## config.mk

```make
export PLATFORM = sky130hd
export DESIGN_NAME = sit_cmp
export DESIGN_NICKNAME = d
export VERILOG_FILES = /design/src/sit_pkg.sv /design/src/sit_cmp.sv
export SDC_FILE = /design/constraint.sdc
export NUM_CORES = 1
export LEC_CHECK = 0
export ABC_AREA = 1
export CAP_MARGIN = 10
export CORE_MARGIN = 5
export CORE_UTILIZATION = 45
export CTS_BUF_LIST = sky130_fd_sc_hd__clkbuf_4 sky130_fd_sc_hd__clkbuf_8
export CTS_CLUSTER_DIAMETER = 60
export DETAILED_ROUTE_END_ITERATION = 12
export DONT_BUFFER_PORTS = 1
export PLACE_DENSITY = 0.65
export SLEW_MARGIN = 0
export SYNTH_ARGS = -nofsm -noshare
export SYNTH_HDL_FRONTEND = slang
export SYNTH_SLANG_ARGS = --single-unit
```

## constraint.sdc

```tcl
create_clock -name clk -period 0.97 [get_ports clk]
set_input_delay 0.097 -clock clk [delete_from_list [all_inputs] [get_ports clk]]
set_output_delay 0.097 -clock clk [all_outputs]
set_load 0.03 [all_outputs]
```

## src/sit_pkg.sv

```systemverilog
// Shared types and constants for the segment intersection test pipeline.
// Depends on nothing; used by every module of the block.
`default_nettype none

package sit_pkg;

    localparam int unsigned LATENCY = 5;
    localparam logic [31:0] TOL_RESET = 32'd4295;

    typedef logic signed [31:0] coord_t;
    typedef logic signed [32:0] diff_t;
    typedef logic signed [65:0] prod_t;
    typedef logic signed [66:0] wide_t;

    typedef struct packed {
        diff_t rx;
        diff_t ry;
        diff_t sx;
        diff_t sy;
        diff_t qx;
        diff_t qy;
        diff_t wx;
        diff_t wy;
    } seg_diff_t;

    typedef struct packed {
        wide_t denom;
        wide_t tn;
        wide_t un;
        wide_t rr;
        wide_t d0;
        wide_t d1;
    } seg_sums_t;

endpackage

`default_nettype wire

```

## src/sit_cmp.sv

```systemverilog
// Fourth and fifth pipeline stages: signed compares against zero, the tolerance,
// the denominator and the squared length, then the hit decision. Depends on sit_pkg.
`default_nettype none

module sit_cmp (
    input  wire logic                clk,
    input  wire logic                rst_n,
    input  wire logic                in_valid,
    input  wire sit_pkg::seg_sums_t  sums,
    input  wire logic [31:0]         tol,
    output logic                     out_valid,
    output logic                     hit
);

    typedef struct packed {
        logic den_zero;
        logic den_lt_tol;
        logic den_gt_ntol;
        logic den_neg;
        logic un_zero;
        logic un_lt_tol;
        logic un_gt_ntol;
        logic tn_ge0;
        logic tn_le0;
        logic tn_le_den;
        logic tn_ge_den;
        logic un_ge0;
        logic un_le0;
        logic un_le_den;
        logic un_ge_den;
        logic rr_zero;
        logic d0_le_d1;
        logic d0_ge0;
        logic d1_ge0;
        logic d0_le_rr;
        logic d1_le_rr;
    } flags_t;

    logic           flag_valid_reg;
    flags_t         flags_reg;
    flags_t         flags_next;
    logic           done_reg;
    logic           hit_reg;
    logic           hit_next;
    sit_pkg::wide_t pos_tol;
    sit_pkg::wide_t neg_tol;
    sit_pkg::wide_t den;
    sit_pkg::wide_t tn;
    sit_pkg::wide_t un;
    sit_pkg::wide_t rr;
    sit_pkg::wide_t d0;
    sit_pkg::wide_t d1;
    logic           parallel;
    logic           collinear;
    logic           lo_le_rr;
    logic           hi_ge0;
    logic           cross_hit;
    logic           span_hit;

    always_comb
    begin
        pos_tol = {35'd0, tol};
        neg_tol = -pos_tol;
        den     = sums.denom;
        tn      = sums.tn;
        un      = sums.un;
        rr      = sums.rr;
        d0      = sums.d0;
        d1      = sums.d1;

        flags_next.den_zero    = (den == '0);
        flags_next.den_lt_tol  = (den < pos_tol);
        flags_next.den_gt_ntol = (den > neg_tol);
        flags_next.den_neg     = den[66];
        flags_next.un_zero     = (un == '0);
        flags_next.un_lt_tol   = (un < pos_tol);
        flags_next.un_gt_ntol  = (un > neg_tol);
        flags_next.tn_ge0      = !tn[66];
        flags_next.tn_le0      = tn[66] || (tn == '0);
        flags_next.tn_le_den   = (tn <= den);
        flags_next.tn_ge_den   = (tn >= den);
        flags_next.un_ge0      = !un[66];
        flags_next.un_le0      = un[66] || (un == '0);
        flags_next.un_le_den   = (un <= den);
        flags_next.un_ge_den   = (un >= den);
        flags_next.rr_zero     = (rr == '0);
        flags_next.d0_le_d1    = (d0 <= d1);
        flags_next.d0_ge0      = !d0[66];
        flags_next.d1_ge0      = !d1[66];
        flags_next.d0_le_rr    = (d0 <= rr);
        flags_next.d1_le_rr    = (d1 <= rr);
    end

    always_comb
    begin
        parallel  = flags_reg.den_zero
                  || (flags_reg.den_lt_tol && flags_reg.den_gt_ntol);
        collinear = flags_reg.un_zero
                  || (flags_reg.un_lt_tol && flags_reg.un_gt_ntol);
        lo_le_rr  = flags_reg.d0_le_d1 ? flags_reg.d0_le_rr : flags_reg.d1_le_rr;
        hi_ge0    = flags_reg.d0_le_d1 ? flags_reg.d1_ge0 : flags_reg.d0_ge0;
        span_hit  = collinear && !flags_reg.rr_zero && lo_le_rr && hi_ge0;
        if (flags_reg.den_neg)
        begin
            cross_hit = flags_reg.tn_le0 && flags_reg.tn_ge_den
                      && flags_reg.un_le0 && flags_reg.un_ge_den;
        end
        else
        begin
            cross_hit = flags_reg.tn_ge0 && flags_reg.tn_le_den
                      && flags_reg.un_ge0 && flags_reg.un_le_den;
        end
        hit_next = flag_valid_reg && (parallel ? span_hit : cross_hit);
    end

    always_ff @(posedge clk or negedge rst_n)
    begin
        if (!rst_n)
        begin
            flag_valid_reg <= 1'b0;
            done_reg       <= 1'b0;
            hit_reg        <= 1'b0;
        end
        else
        begin
            flag_valid_reg <= in_valid;
            done_reg       <= flag_valid_reg;
            hit_reg        <= hit_next;
        end
    end

    always_ff @(posedge clk)
    begin
        flags_reg <= flags_next;
    end

    assign out_valid = done_reg;
    assign hit       = hit_reg;

`ifndef SYNTHESIS
    // The hit flag is only ever raised together with its strobe.
    a_hit_with_strobe: assert property (@(posedge clk) disable iff (!rst_n)
        hit_reg |-> done_reg)
        else $error("hit raised without a result beat");
`endif

endmodule

`default_nettype wire
```

==> impl_metrics.csv <==
group,metric,value,unit
run_status,outcome,"finished, violations left",
run_status,violations,"negative setup slack",
yosys,synth_edf_count,0,
placement,dp_cells,3009,
yosys,synth_common_cells,"ha_1 (529), nand2_1 (349), inv_1 (326), a21oi_1 (239), nor2_1 (127)",
hold_path,min_path_type,"in -> reg",
sta,fin_tns_setup,-9690,ps
detailed_routing,via_count,17672,
yosys,synth_area_leaders,"ha_1 (44%), nand2_1 (8.8%), inv_1 (8.2%)",
yosys,synthDominantCellAreaShare,44.3,%
detailed_routing,first_pass_iters,5,
power,power_frac_comb,78.4,%
placement,port_buffers,0,
global_route,grt_max_degree,15,
job,drv_cap,0,
yosys,syn_nets,3140,
cells_and_area,drive_gt1_share,28.8,%
global_route,grt-ovfl-total,0,
setup_path,crit_slowest_cell,"ha_4",
placement,hpwl,58.8,mm
power,p_sw_share,44.4,%
global_route,grtUsageTotal,33.6,%
setup_path,worstSetupPathType,"in -> reg",
sta,worst_slew_pin_slew,463,ps
cells_and_area,areaGrowthSynthToFinish,40.6,%
detailed_routing,post_drt_wl_per_cell,21.7,µm
detailed_routing,routed_wl,66.0,mm
global_route,antenna_found_initial,1,
sta,slew_headroom,68.7,%
sta,fmax,372,MHz
sta,rsz0062_at_grt,"true",
floorplan,die_h,192,µm
cells_and_area,final_cells,3040,
placement,gp_congestion,0.997,
global_route,grt_pass1_wl,97.7,mm
setup_path,cpMostUsedCell,"nand2_1",
power,pwr-share-clk,9.7,%
cts,path_clk_slew,90,ps
sta,hold_viol_final,0,
cells_and_area,final_area,21000,µm²
cts,cts_num_sinks,24,
power,power.switching,0.00414,W
setup_path,slowest_delay,230,ps
power,power.density,444,nW/µm²
detailed_routing,drtIter0Drc,965,
floorplan,core,32600,µm²
setup_path,reg2reg_depth,4,
sta,holdWs,13.8,ps
yosys,yosys.area.top_type,"ha_1",
sta,setup_violations,16,
setup_path,path_max_fanout,6,
cts,htreeDepth,1,
global_route,grt_pass1_vias,17684,
yosys,yosys_most_used_dff,"dfxtp_1",
yosys,yosysMostFrequentCell,"ha_1",
floorplan,ios,439,
sta,slew_violations,0,
yosys,avgSynthCellArea,6.87,µm²
detailed_routing,via_per_inst,5.81,
power,peakVddDrop,0.452,mV
cells_and_area,num-nets-final,3564,
yosys,ys_seq_area_share,3.32,%
detailed_routing,drc_errors,0,
yosys,syn-cell-area,14900,µm²
sta,post-route-period-util,277,%
power,p_int,0.00518,W
sta,finClkSkew,2.90,ps
setup_path,crit_required,1150,ps
cts,cts-root-buf,"clkbuf_8",
cells_and_area,fillers,2965,
floorplan,die_w,192,µm
yosys,async_reset_ff_share,12.5,%
setup_path,cp_data_arrival_time,2870,ps
sta,min_period,2690,ps
yosys,synthCells,2174,
floorplan,start_util,45.8,%
detailed_routing,ant_nets,0,
sta,setup_ws,-1720,ps
floorplan,die_area,36900,µm²
setup_path,start_kind,"primary input",
cells_and_area,largest_reg_flops,21,
setup_path,path_cells,"inv_16, ha_4, nand3_4, nor3_4, nand3_4, nor3_4, nand4_1, buf_6, nor3_4, ha_4, nand2_1, inv_1, nand3_2, inv_1, nand2_1, nand3_1, nand2_1, o2111ai_2, a21oi_2, nor2_1, nor3_2, nand3_1, nand2_1, nor2_1",
placement,place_ws,-2250,ps
power,seqPwrFrac,11.9,%
cts,cts_buffers,3,
floorplan,std_cell_rows,66,
cts,clock_latency,280,ps
setup_path,endpoint_kind,"register",
cts,clock_path_buffers,2,
power,leakage,10.5,nW
hold_path,min_path_cells,3,
cts,cts_tree,"yes",
yosys,ys_ff_latch,24,
yosys,yosys_warnings,0,
yosys,synth_cell_types,48,
placement,dpl_cell_area,19000,µm²
==> metal layers <==
layer / GRT usage [%] / up-vias / part of all wire [%]
met1: 41.7 / 8217 / 42
met3: 8.80 / 125 / 9.2
li1: - / 8686 / -
met2: 57.7 / 642 / 46
met4: 8.94 / 2 / 3.2
met5: 0 / - / 0.030
==> area by class of cell <==
type | instances | area (µm²) | share of cell area (%)
multi-input cells | 1814 | 15200 | 72.4
repair buffers | 425 | 3280 | 15.6
inverters | 330 | 1410 | 6.69
well taps | 442 | 553 | 2.63
flip-flops and latches | 24 | 495 | 2.36
clock buffers | 3 | 41.3 | 0.197
clock inverters | 1 | 30.0 | 0.143
diodes | 1 | 2.50 | 0.0119
==> worst max-delay path: cells and delay by family <==
family / cells / cell delay (ps)
AO/OA/AOI/OAI: 2 / 330
AND/OR/NAND/NOR: 16 / 1750
buffers and inverters: 4 / 320
adder cells (fa/ha/maj): 2 / 360
==> cell families (layout without fill, tap and decap cells) <==
group                    count (synthesis)  after routing  synth area share (%)
flip-flops                              24             24                  3.32
other                                    0              1                     0
AND/OR/NAND/NOR                        865            865                  27.5
adder cells (fa/ha/maj)                529            529                  44.3
buffers and inverters                  336            759                  8.45
XOR/XNOR                                24             24                  1.41
AO/OA/AOI/OAI                          396            396                  15.0
==> placed cells by master (no fill, tap or decap), drive strengths merged, types with 5 or more instances in the layout <==
master / synthesis / routed
nand2: 351 / 351
a21oi: 239 / 239
o211ai: 8 / 8
o21ai: 66 / 66
a211oi: 19 / 19
xor2: 24 / 24
buf: 1 / 417
nor2: 135 / 135
dlygate4sd3: 0 / 8
nor4: 73 / 73
and3: 5 / 5
inv: 329 / 325
o21bai: 8 / 8
o2111ai: 6 / 6
nand4: 107 / 107
nor4b: 5 / 5
ha: 529 / 529
dfxtp: 21 / 21
o21a: 16 / 16
nand3: 90 / 90
o221ai: 12 / 12
nor3: 81 / 81
==> path summary, 6_finish.rpt <==
check                               start             end  slack [ps]
setup / recovery                   tol[1]   flags_reg[14]       -1720
hold / removal                  sums[161]    flags_reg[5]          10
setup reg to reg            flags_reg[18]             hit         -70
hold reg to reg            flag_valid_reg       out_valid         430
max in group asynchronous           rst_n       out_valid         750
min in group asynchronous           rst_n  flag_valid_reg          70
==> through the flow <==
step	total power [W]	util, %
after detailed placement	0.00757	58.2
after CTS	0.00890	62.0
final	0.00932	64.4
after global placement	0.00738	58.2
after floorplan	0.00511	-
after global routing	0.0103	64.4
==> what timing repair did <==
item,CTS,global route
gates cloned,0,0
setup endpoints to repair,17,17
hold endpoints to repair,11,0
resized for setup,182,130
setup buffers,16,6
hold buffers,8,0
pin swaps,112,86
==> power groups by stage <==
stage	Sequential [W]	Clock [W]	Combinational, W
finish	0.00111	0.000906	0.00730
detailed placement	0.00113	0	0.00644
floorplan	0.00112	0	0.00399
global placement	0.00113	0	0.00625
CTS	0.00111	0.000920	0.00687
global route	0.00112	0.000948	0.00826
No activity file was read; power rests on OpenSTA's default activity.
