[config.mk]
export PLATFORM = sky130hd
export DESIGN_NAME = sit_diff
export DESIGN_NICKNAME = d
export VERILOG_FILES = /design/src/sit_pkg.sv /design/src/sit_diff.sv
export SDC_FILE = /design/constraint.sdc
export NUM_CORES = 1
export LEC_CHECK = 0
export ABC_AREA = 1
export BUFFER_PORTS_ARGS = -buffer_cell sky130_fd_sc_hd__buf_2
export CAP_MARGIN = 20
export CORE_MARGIN = 5
export CORE_UTILIZATION = 57
export DETAILED_ROUTE_END_ITERATION = 8
export HOLD_SLACK_MARGIN = 0.1
export PLACE_DENSITY = 0.91
export REMOVE_ABC_BUFFERS = 1
export SLEW_MARGIN = 20
export SYNTH_ARGS = -nofsm -noshare
export SYNTH_HDL_FRONTEND = slang
export SYNTH_SLANG_ARGS = --single-unit
[constraint.sdc]
create_clock -name clk -period 0.8 [get_ports clk]
set_input_delay 0.16 -clock clk [delete_from_list [all_inputs] [get_ports clk]]
set_output_delay 0.16 -clock clk [all_outputs]
set_load 0.03 [all_outputs]
[src/sit_pkg.sv]
// Shared types and constants for the segment intersection test pipeline.
// Depends on nothing; used by every module of the block.
`default_nettype none

package sit_pkg;

    localparam int unsigned LATENCY = 5;
    localparam logic [31:0] TOL_RESET = 32'd4295;

    typedef logic signed [31:0] coord_t;
    typedef logic signed [32:0] diff_t;
    typedef logic signed [65:0] prod_t;
    typedef logic signed [66:0] wide_t;

    typedef struct packed {
        diff_t rx;
        diff_t ry;
        diff_t sx;
        diff_t sy;
        diff_t qx;
        diff_t qy;
        diff_t wx;
        diff_t wy;
    } seg_diff_t;

    typedef struct packed {
        wide_t denom;
        wide_t tn;
        wide_t un;
        wide_t rr;
        wide_t d0;
        wide_t d1;
    } seg_sums_t;

endpackage

`default_nettype wire

[src/sit_diff.sv]
// First pipeline stage: direction vectors of both segments and offsets of both endpoints
// of the second segment from the start of the first. Depends on sit_pkg.
`default_nettype none

module sit_diff (
    input  wire logic              clk,
    input  wire logic              rst_n,
    input  wire logic              in_valid,
    input  wire sit_pkg::coord_t   ax1,
    input  wire sit_pkg::coord_t   ay1,
    input  wire sit_pkg::coord_t   ax2,
    input  wire sit_pkg::coord_t   ay2,
    input  wire sit_pkg::coord_t   bx1,
    input  wire sit_pkg::coord_t   by1,
    input  wire sit_pkg::coord_t   bx2,
    input  wire sit_pkg::coord_t   by2,
    output logic                   out_valid,
    output sit_pkg::seg_diff_t     diff
);

    logic                valid_reg;
    sit_pkg::seg_diff_t  diff_reg;
    sit_pkg::seg_diff_t  diff_next;

    function automatic sit_pkg::diff_t sub33(sit_pkg::coord_t a, sit_pkg::coord_t b);
        sit_pkg::diff_t ea;
        sit_pkg::diff_t eb;
        ea = {a[31], a};
        eb = {b[31], b};
        return ea - eb;
    endfunction

    always_comb
    begin
        diff_next.rx = sub33(ax2, ax1);
        diff_next.ry = sub33(ay2, ay1);
        diff_next.sx = sub33(bx2, bx1);
        diff_next.sy = sub33(by2, by1);
        diff_next.qx = sub33(bx1, ax1);
        diff_next.qy = sub33(by1, ay1);
        diff_next.wx = sub33(bx2, ax1);
        diff_next.wy = sub33(by2, ay1);
    end

    always_ff @(posedge clk or negedge rst_n)
    begin
        if (!rst_n)
        begin
            valid_reg <= 1'b0;
        end
        else
        begin
            valid_reg <= in_valid;
        end
    end

    always_ff @(posedge clk)
    begin
        diff_reg <= diff_next;
    end

    assign out_valid = valid_reg;
    assign diff      = diff_reg;

endmodule

`default_nettype wire

==> out/results.tsv, run 1 <==
stage	metric	value	unit
run_status	status	stopped before the end	
run_status	haltStage	5_1_grt	
run_status	firstError	[ERROR GRT-0116] Global routing finished with congestion. Check the congestion regions in the DRC Viewer.	
synthesis	netlist-cell-type-count	22	
place	post-place-ws	-1.249	ns
floorplanning	num_rows	77	
cts	cts_buffers	35	
synthesis	ys_top_cells_by_count	nand2_1 (1991), inv_1 (1138), nor2_1 (331), dfxtp_1 (264), ha_1 (256)	
synthesis	ys_ff_latch	265	
synthesis	synthFlopType	dfxtp_1	
cts	cts_max_path_buffers	3	
synthesis	yosysMostFrequentCell	nand2_1	
synthesis	syn-cell-area	0.02541	sq mm
synthesis	synthArstFlopShare	0.3774	%
global_routing	grt.total_usage	88.52	%
synthesis	avgSynthCellArea	5.526	sq um
global_routing	grt_pass1_wl	347800	um
global_routing	grt_pass1_vias	51560	
synthesis	synth_top_area_share	29.41	%
place	portBuffers	523	
synthesis	seq_area_frac_synth	20.90	%
cts	clock-sinks	265	
synthesis	synth_cells	4599	
synthesis	yosys_warnings	0	
synthesis	synth_top_area_cell	nand2_1	
global_routing	grt.overflow.total	1575	
global_routing	grt_max_degree	14	
floorplanning	die_h	221.1	um
place	dp_hpwl	90080	um
synthesis	yosys-top-cells-area	nand2_1 (29%), dfxtp_1 (21%), inv_1 (17%), ha_1 (13%), nor2_1 (4.9%)	
place	gp_congestion	1.019	
floorplanning	ios	524	
floorplanning	start_util	57.59	%
synthesis	synth_edf_count	0	
cts	clockRootBuffer	clkbuf_16	
floorplanning	die_x	221.1	um
cts	cts.htree.levels	2	
place	placed_cells	6191	
kinds of logic after synthesis:
logic type               after synthesis  share of synthesized area [%]
adder cells (fa/ha/maj)              264                          13.23
AO/OA/AOI/OAI                        180                          3.762
buffers and inverters               1142                          16.93
flip-flops                           265                          20.90
XOR/XNOR                             120                          4.136
AND/OR/NAND/NOR                     2628                          41.04
timing repair:
item	in CTS
setup endpoints to repair	502
gates resized for setup	2396
setup buffers	76
hold buffers	12
endpoints found under the hold margin	100
pin swaps	472
per-layer routing:
| metal | track usage [%] | GRT overflow |
|---|---|---|
| met2 | 105.4 | 1015 |
| met3 | 75.87 | 32 |
| met5 | 48.19 | 5 |
| met1 | 81.93 | 29 |
| met4 | 97.86 | 494 |
stage by stage:
step                      hold slack (ns)  area, sq um  utilization, %
after floorplan                   -0.1356        25380               -
after detailed placement         -0.06457        32480           73.60
after global placement           -0.06598        32480           73.60
after CTS                        -0.08604        42940           97.31
==> inputs of run 2 (changes only) <==
CORE_UTILIZATION = 40   (was 57)
HOLD_SLACK_MARGIN = unset   (was 0.1)
PLACE_DENSITY = unset   (was 0.91)
PLACE_DENSITY_LB_ADDON = 0.15   (was unset)
==> run 2 against run 1 <==
The flow now finishes, with violations (negative hold slack, negative setup slack). Synthesized area did not move. Synthesized cell count did not move.
==> out/results.tsv, run 2 <==
stage	metric	value	unit	change
cts	clockRootBuffer	clkbuf_16		
cts	ctsHoldBuffers	11		-1
place	portBuffers	523		unchanged
routing	ant_nets	0		
synthesis	synthMuxAreaShare	0	%	unchanged
floorplanning	die_x	262.1	um	+18%
layout	seqCellArea	0.005703	sq mm	
global_routing	grt.overflow.total	0		
synthesis	yosys.area_share.simple	41.04	%	unchanged
synthesis	synthFlopType	dfxtp_1		
layout	final_common_cell	nand2_1		
routing	drcViolationCount	0		
synthesis	synth_top_area_cell	nand2_1		
sta	rsz0062_at_grt	true		
global_routing	grt.total_usage	30.17	%	
setup_path	path_delay_family	flip-flops		
setup_path	cp-end-kind	primary output		
layout	layout.cells.non_filler	6623		
layout	multi_input_area	0.02328	sq mm	
setup_path	arrival	1.13	ns	
setup_path	cpMaxStageDelayCell	dfrtp_1		
setup_path	crit_path_max_fanout	1		
global_routing	grt_pass1_vias	29840		
floorplanning	num_rows	92		+19%
synthesis	synthXorXnorAreaFrac	4.136	%	unchanged
routing	wire_per_inst	17.80	um	
hold_path	hp-class	input port to register		
synthesis	ys_top_cells_by_count	nand2_1 (1991), inv_1 (1138), nor2_1 (331), dfxtp_1 (264), ha_1 (256)		
synthesis	synth_compound_area_share	3.762	%	unchanged
sta	finalHoldViolCount	2		
sta	finalSetupViolCount	498		
routing	drt_wl_total	117900	um	
cts	cts_max_path_buffers	3		unchanged
sta	max_freq	0.7751	GHz	
cts	tritoncts	yes		
synthesis	synth_top_area_share	29.41	%	unchanged
layout	finalNetCount	6265		
place	post-place-ws	-1.175	ns	+0.07426 ns
run_status	status	finished, violations left		
synthesis	synthAdderAreaFrac	13.23	%	unchanged
synthesis	ys_ff_latch	265		unchanged
setup_path	worst-setup-path-type	register to primary output		
setup_path	setup.worst_path.start_class	register		
cts	clk_pin_slew_worst_paths	0.06	ns	
cts	cts.htree.levels	2		unchanged
setup_path	path_cells	buf_6		
floorplanning	start_util	40.36	%	-17 points
sta	fin_crit	1.290	ns	
global_routing	antenna_found_initial	10		
floorplanning	die_h	262.1	um	+18%
flow_run	maxCapViolCount	0		
synthesis	netlist-cell-type-count	22		unchanged
setup_path	crit_cells	1		
synthesis	yosysMostFrequentCell	nand2_1		
setup_path	worstPathRequired	0.64	ns	
synthesis	synthArstFlopShare	0.3774	%	unchanged
floorplanning	core_region_area	0.06297	sq mm	
routing	first_pass_iters	7		
floorplanning	ios	524		unchanged
run_status	violations	negative hold slack, negative setup slack		
synthesis	synth_cells	4599		unchanged
layout	layout-drive-gt1-share	50.88	%	
routing	dr_total_vias	31720		
floorplanning	dieArea	0.06867	sq mm	
synthesis	syn-cell-area	0.02541	sq mm	unchanged
layout	area_growth	80.59	%	
global_routing	grt_max_degree	12		
sta	maxSlewViolCount	0		
sta	whs	-0.02293	ns	
synthesis	yosys-top-cells-area	nand2_1 (29%), dfxtp_1 (21%), inv_1 (17%), ha_1 (13%), nor2_1 (4.9%)		
place	gp_congestion	0.9925		-2.6%
sta	worstMarginPinSlew	0.3293	ns	
synthesis	yosys_warnings	0		unchanged
synthesis	seq_area_frac_synth	20.90	%	unchanged
routing	first_iter_violations	1916		
power	p_leak	25.67	nW	
cts	clock-sinks	265		unchanged
setup_path	worst-path-buf-inv	1		
power	ir_drop	1.503	mV	
setup_path	max_stage_delay	0.41	ns	
sta	relSlewSlack	78.05	%	
power	power_density	1679	mW/mm^2	
synthesis	synth_edf_count	0		unchanged
routing	avgViaCountPerCell	4.790		
global_routing	grt_pass1_wl	160700	um	
layout	largest_reg_flops	264		
layout	layout_common_cells	nand2_1 (1374), inv_1 (952), buf_4 (488), nand2_2 (460), buf_6 (372)		
place	placed_cells	6455		+4.3%
synthesis	avgSynthCellArea	5.526	sq um	unchanged
synthesis	synth_top_family_by_area	simple AND/OR/NAND/NOR gates		
layout	nFillCells	4816		
hold_path	min_path_cells	3		
sta	worst_slack	-0.4902	ns	
cts	cts_buffers	37		+5.7%
sta	fin_crit_sh	161.3	%	
place	dp_hpwl	88120	um	-2.2%
## run 2: cell counts after synthesis
No cell type changed its count.
## run 2: power breakdown
part           internal, mW  switching, mW  leakage, nW
Combinational          17.6           22.7         22.8
Clock                  11.1           7.03        0.654
Sequential             16.6           1.98         2.26
Total                  45.3           31.7         25.7
## run 2: path summary, 6_finish.rpt
check | startpoint | endpoint | slack, ns
max | out_valid$_DFF_PN0_ | out_valid | -0.49
min | bx1[1] | diff[166]$_DFF_P_ | -0.02
max in group asynchronous | rst_n | out_valid$_DFF_PN0_ | 0.18
min in group asynchronous | rst_n | out_valid$_DFF_PN0_ | 0.48
## run 2: logic make-up after synthesis
logic type,after synthesis
AOI/OAI and AO/OA,180
xor gates and xnor gates,120
adders and majority gates,264
buffers and inverters,1142
DFF,265
and+or+nand+nor,2628
## run 2: final cells by class
class / instances / share of cell area, %
multi-input cells: 3192 / 50.72
clock buffers: 58 / 2.587
well taps: 846 / 2.307
flip-flops and latches: 265 / 12.43
repair buffers: 1108 / 21.91
clock inverters: 9 / 0.2781
diodes: 7 / 0.03817
inverters: 1138 / 9.728
## run 2: layer usage
layer	share of wire, %	track usage [%]
met5	0.041	0
met2	49	54.39
met3	6.5	5.803
met4	7.5	15.55
met1	37	33.77
## run 2: stage by stage
stage               power (mW)  setup TNS, ns  cell area, sq um  utilization, %  hold slack [ns]
floorplan                33.58        -134.06             25380               -          -0.1356
global placement         45.40        -236.23             33110           52.58         -0.06545
detailed placement       45.49        -240.72             33110           52.58         -0.06444
CTS                      71.55        -173.77             40650           64.57         -0.05712
global route             80.52        -190.38             45880           72.86         -0.03606
finish                   77.03        -173.51             45890           72.88         -0.02293
## run 2: repair_timing
action,4_1_cts,5_1_grt
pin swaps,193,494
hold endpoints to repair,16,2
gates resized for setup,1605,1349
buffers inserted,45,54
endpoints found under the setup margin,504,500
gates cloned,0,0
Power figures use the tool's default switching activity.
==> inputs of run 3 (changes only) <==
CORE_ASPECT_RATIO = 1.5   (was unset)
CTS_CLUSTER_DIAMETER = 120   (was unset)
==> run 3 against run 2 <==
The run still ends with negative hold slack, negative setup slack left. Clock-buffer cell count down 12. Sequential share of layout area down 0.62 points. Largest power group unchanged. Sequential cell count unchanged. First-iteration DRC count up 15%. Maximum frequency down 7.9%. Die area up 0.15%. Critical path depth up 10. Sequential power about the same.
==> out/results.tsv, run 3 (synthesis results as in run 2) <==
stage	metric	value	unit	change
layout	stdcell_area	0.04810	sq mm	+4.8%
setup_path	path_cells	buf_8 -> clkinvlp_4 -> buf_12 -> ha_4 -> nand2_4 -> buf_6 -> nor2_4 -> nand3_2 -> nand3_2 -> buf_8 -> xor2_4		
sta	maxSlewViolCount	0		unchanged
global_routing	grt_pass1_wl	184700	um	+15%
sta	finalSetupViolCount	500		+0.40%
routing	avgViaCountPerCell	5.000		+4.4%
place	post-place-ws	-1.294	ns	-0.1193 ns
place	portBuffers	523		unchanged
cts	tritoncts	yes		
layout	finalNetCount	6346		+1.3%
routing	drt_wl_total	136900	um	+16%
setup_path	crit_path_max_fanout	4		+3
floorplanning	start_util	40.21	%	-0.15 points
global_routing	grt.total_usage	34.88	%	+4.7 points
setup_path	crit_start	ay1[6]		
layout	utilization	76.11	%	+3.2 points
cts	cts_max_path_buffers	3		unchanged
setup_path	cpMaxStageDelayCell	ha_4		
power	power.total	78.81	mW	+2.3%
power	p_leak	26.59	nW	+3.6%
global_routing	grt-busiest-layer	met2		
layout	final_common_cell	nand2_1		
sta	max_freq	0.7135	GHz	-7.9%
run_status	violations	negative hold slack, negative setup slack		
global_routing	met1_usage	31.64	%	-2.1 points
cts	cts_buffers	34		-8.1%
layout	layout-drive-gt1-share	54.60	%	+3.7 points
global_routing	use_met3	6.381	%	+0.58 points
sta	relSlewSlack	72.62	%	-5.4 points
power	ir_drop	1.528	mV	+1.7%
sta	finalHoldViolCount	7		+5
hold_path	hp-class	input port to register		
global_routing	antenna_found_initial	6		-4
sta	worstMarginPinSlew	0.4092	ns	+0.07990 ns
floorplanning	die_x	215.8	um	-18%
cts	clockRootBuffer	clkbuf_16		
global_routing	grt_pass1_vias	33640		+13%
global_routing	grt.overflow.total	0		unchanged
sta	whs	-0.02190	ns	+0.001030 ns
place	dp_hpwl	98940	um	+12%
setup_path	setup.worst_path.start_class	input port		
setup_path	worstPathRequired	1.26	ns	+0.62 ns
layout	layout_common_cells	nand2_1 (1277), inv_1 (936), nand2_2 (502), buf_4 (488), buf_6 (455)		
routing	dr_total_vias	33300		+5.0%
cts	clk_pin_slew_worst_paths	0.07	ns	about the same
floorplanning	core_region_area	0.06320	sq mm	+0.37%
layout	nFillCells	4535		-5.8%
setup_path	cp-end-kind	register		
routing	wire_per_inst	20.56	um	+15%
sta	fin_crit_sh	175.2	%	+14 points
sta	rsz0062_at_grt	true		
sta	worst_slack	-0.6016	ns	-0.1114 ns
hold_path	hp-start	bx1[1]		
layout	area_growth	89.28	%	
place	gp_congestion	1.019		+2.7%
layout	largest_reg_flops	264		unchanged
layout	seqCellArea	0.005678	sq mm	-0.44%
sta	fin_crit	1.402	ns	+0.1114 ns
cts	clock-sinks	265		unchanged
cts	cts.htree.levels	2		unchanged
floorplanning	dieArea	0.06877	sq mm	+0.15%
routing	first_iter_violations	2212		+15%
routing	ant_nets	0		unchanged
setup_path	max_stage_delay	0.29	ns	-0.12 ns
floorplanning	die_h	318.7	um	+22%
setup_path	arrival	1.87	ns	+0.74 ns
floorplanning	num_rows	113		+23%
place	placed_cell_area	0.03353	sq mm	+1.3%
setup_path	worst-setup-path-type	input port to register		
routing	drcViolationCount	0		unchanged
layout	multi_input_area	0.02461	sq mm	+5.7%
routing	first_pass_iters	5		-2
global_routing	grt_util_met2	65.99	%	+12 points
flow_run	maxCapViolCount	0		unchanged
power	power_density	1638	mW/mm^2	-2.4%
floorplanning	ios	524		unchanged
run_status	status	finished, violations left		
global_routing	grt_max_degree	13		+1
run 3: cell types whose count changed in the layout (fill, tap and decap cells not counted), moves of 14 or more:
cell     delta
buf_6      +83
ha_1       -20
ha_4       +21
inv_1      -16
nand2_1    -97
nand2_2    +42
nand2_4    +52
nand3_4    +18
nor2_1     -17
nor2_4     +14
run 3: metal layers:
metal,wire (um),part of all wire (%),vias to the layer above
li1,-,-,15940
met1,42660,31,15210
met2,68870,50,1475
met3,9126,6.7,675
met4,16250,12,0
met5,0,0,-
run 3: worst max-delay path, delay by kind of cell:
family / cells / cell delay, ns
fa+ha+maj: 1 / 0.29
xor+xnor: 1 / 0.29
buf+inv: 5 / 0.65
simple gates: 4 / 0.46
run 3: power by group:
| group | switching [mW] | leakage, nW | internal [mW] | total [mW] |
|---|---|---|---|---|
| clock | 7.04 | 0.568 | 9.84 | 16.9 |
| sequential | 1.86 | 2.25 | 16.6 | 18.4 |
| combinational | 24.7 | 23.8 | 18.8 | 43.5 |
run 3: final timing paths:
kind                                        to  slack [ns]  cells after the start
setup / recovery             diff[207]$_DFF_P_       -0.60                     11
hold / removal               diff[166]$_DFF_P_       -0.02                      3
max in group asynchronous  out_valid$_DFF_PN0_        0.26                      3
min in group asynchronous  out_valid$_DFF_PN0_        0.43                      3
run 3: cell type report:
type | instances | share of cell area, %
flip-flops and latches | 265 | 11.80
clock inverters | 13 | 0.3226
well taps | 805 | 2.094
multi-input cells | 3192 | 51.16
diodes | 8 | 0.04162
inverters | 1138 | 9.448
repair buffers | 1192 | 23.03
clock buffers | 46 | 2.099
run 3: metrics by stage:
step | cells | hold slack [ns] | TNS [ns]
final | 6659 | -0.02190 | -179.74
after global routing | 6656 | -0.03437 | -194.46
after CTS | 6612 | -0.08344 | -170.05
after detailed placement | 6465 | -0.06375 | -253.65
after global placement | 6465 | -0.06526 | -250.43
after floorplan | 4595 | -0.1356 | -134.06
run 3: repair_timing:
item	CTS	global route
hold endpoints to repair	29	8
setup buffers	83	69
resized for setup	2332	1036
hold buffers	13	1
pin swaps	449	545
endpoints found under the setup margin	500	502
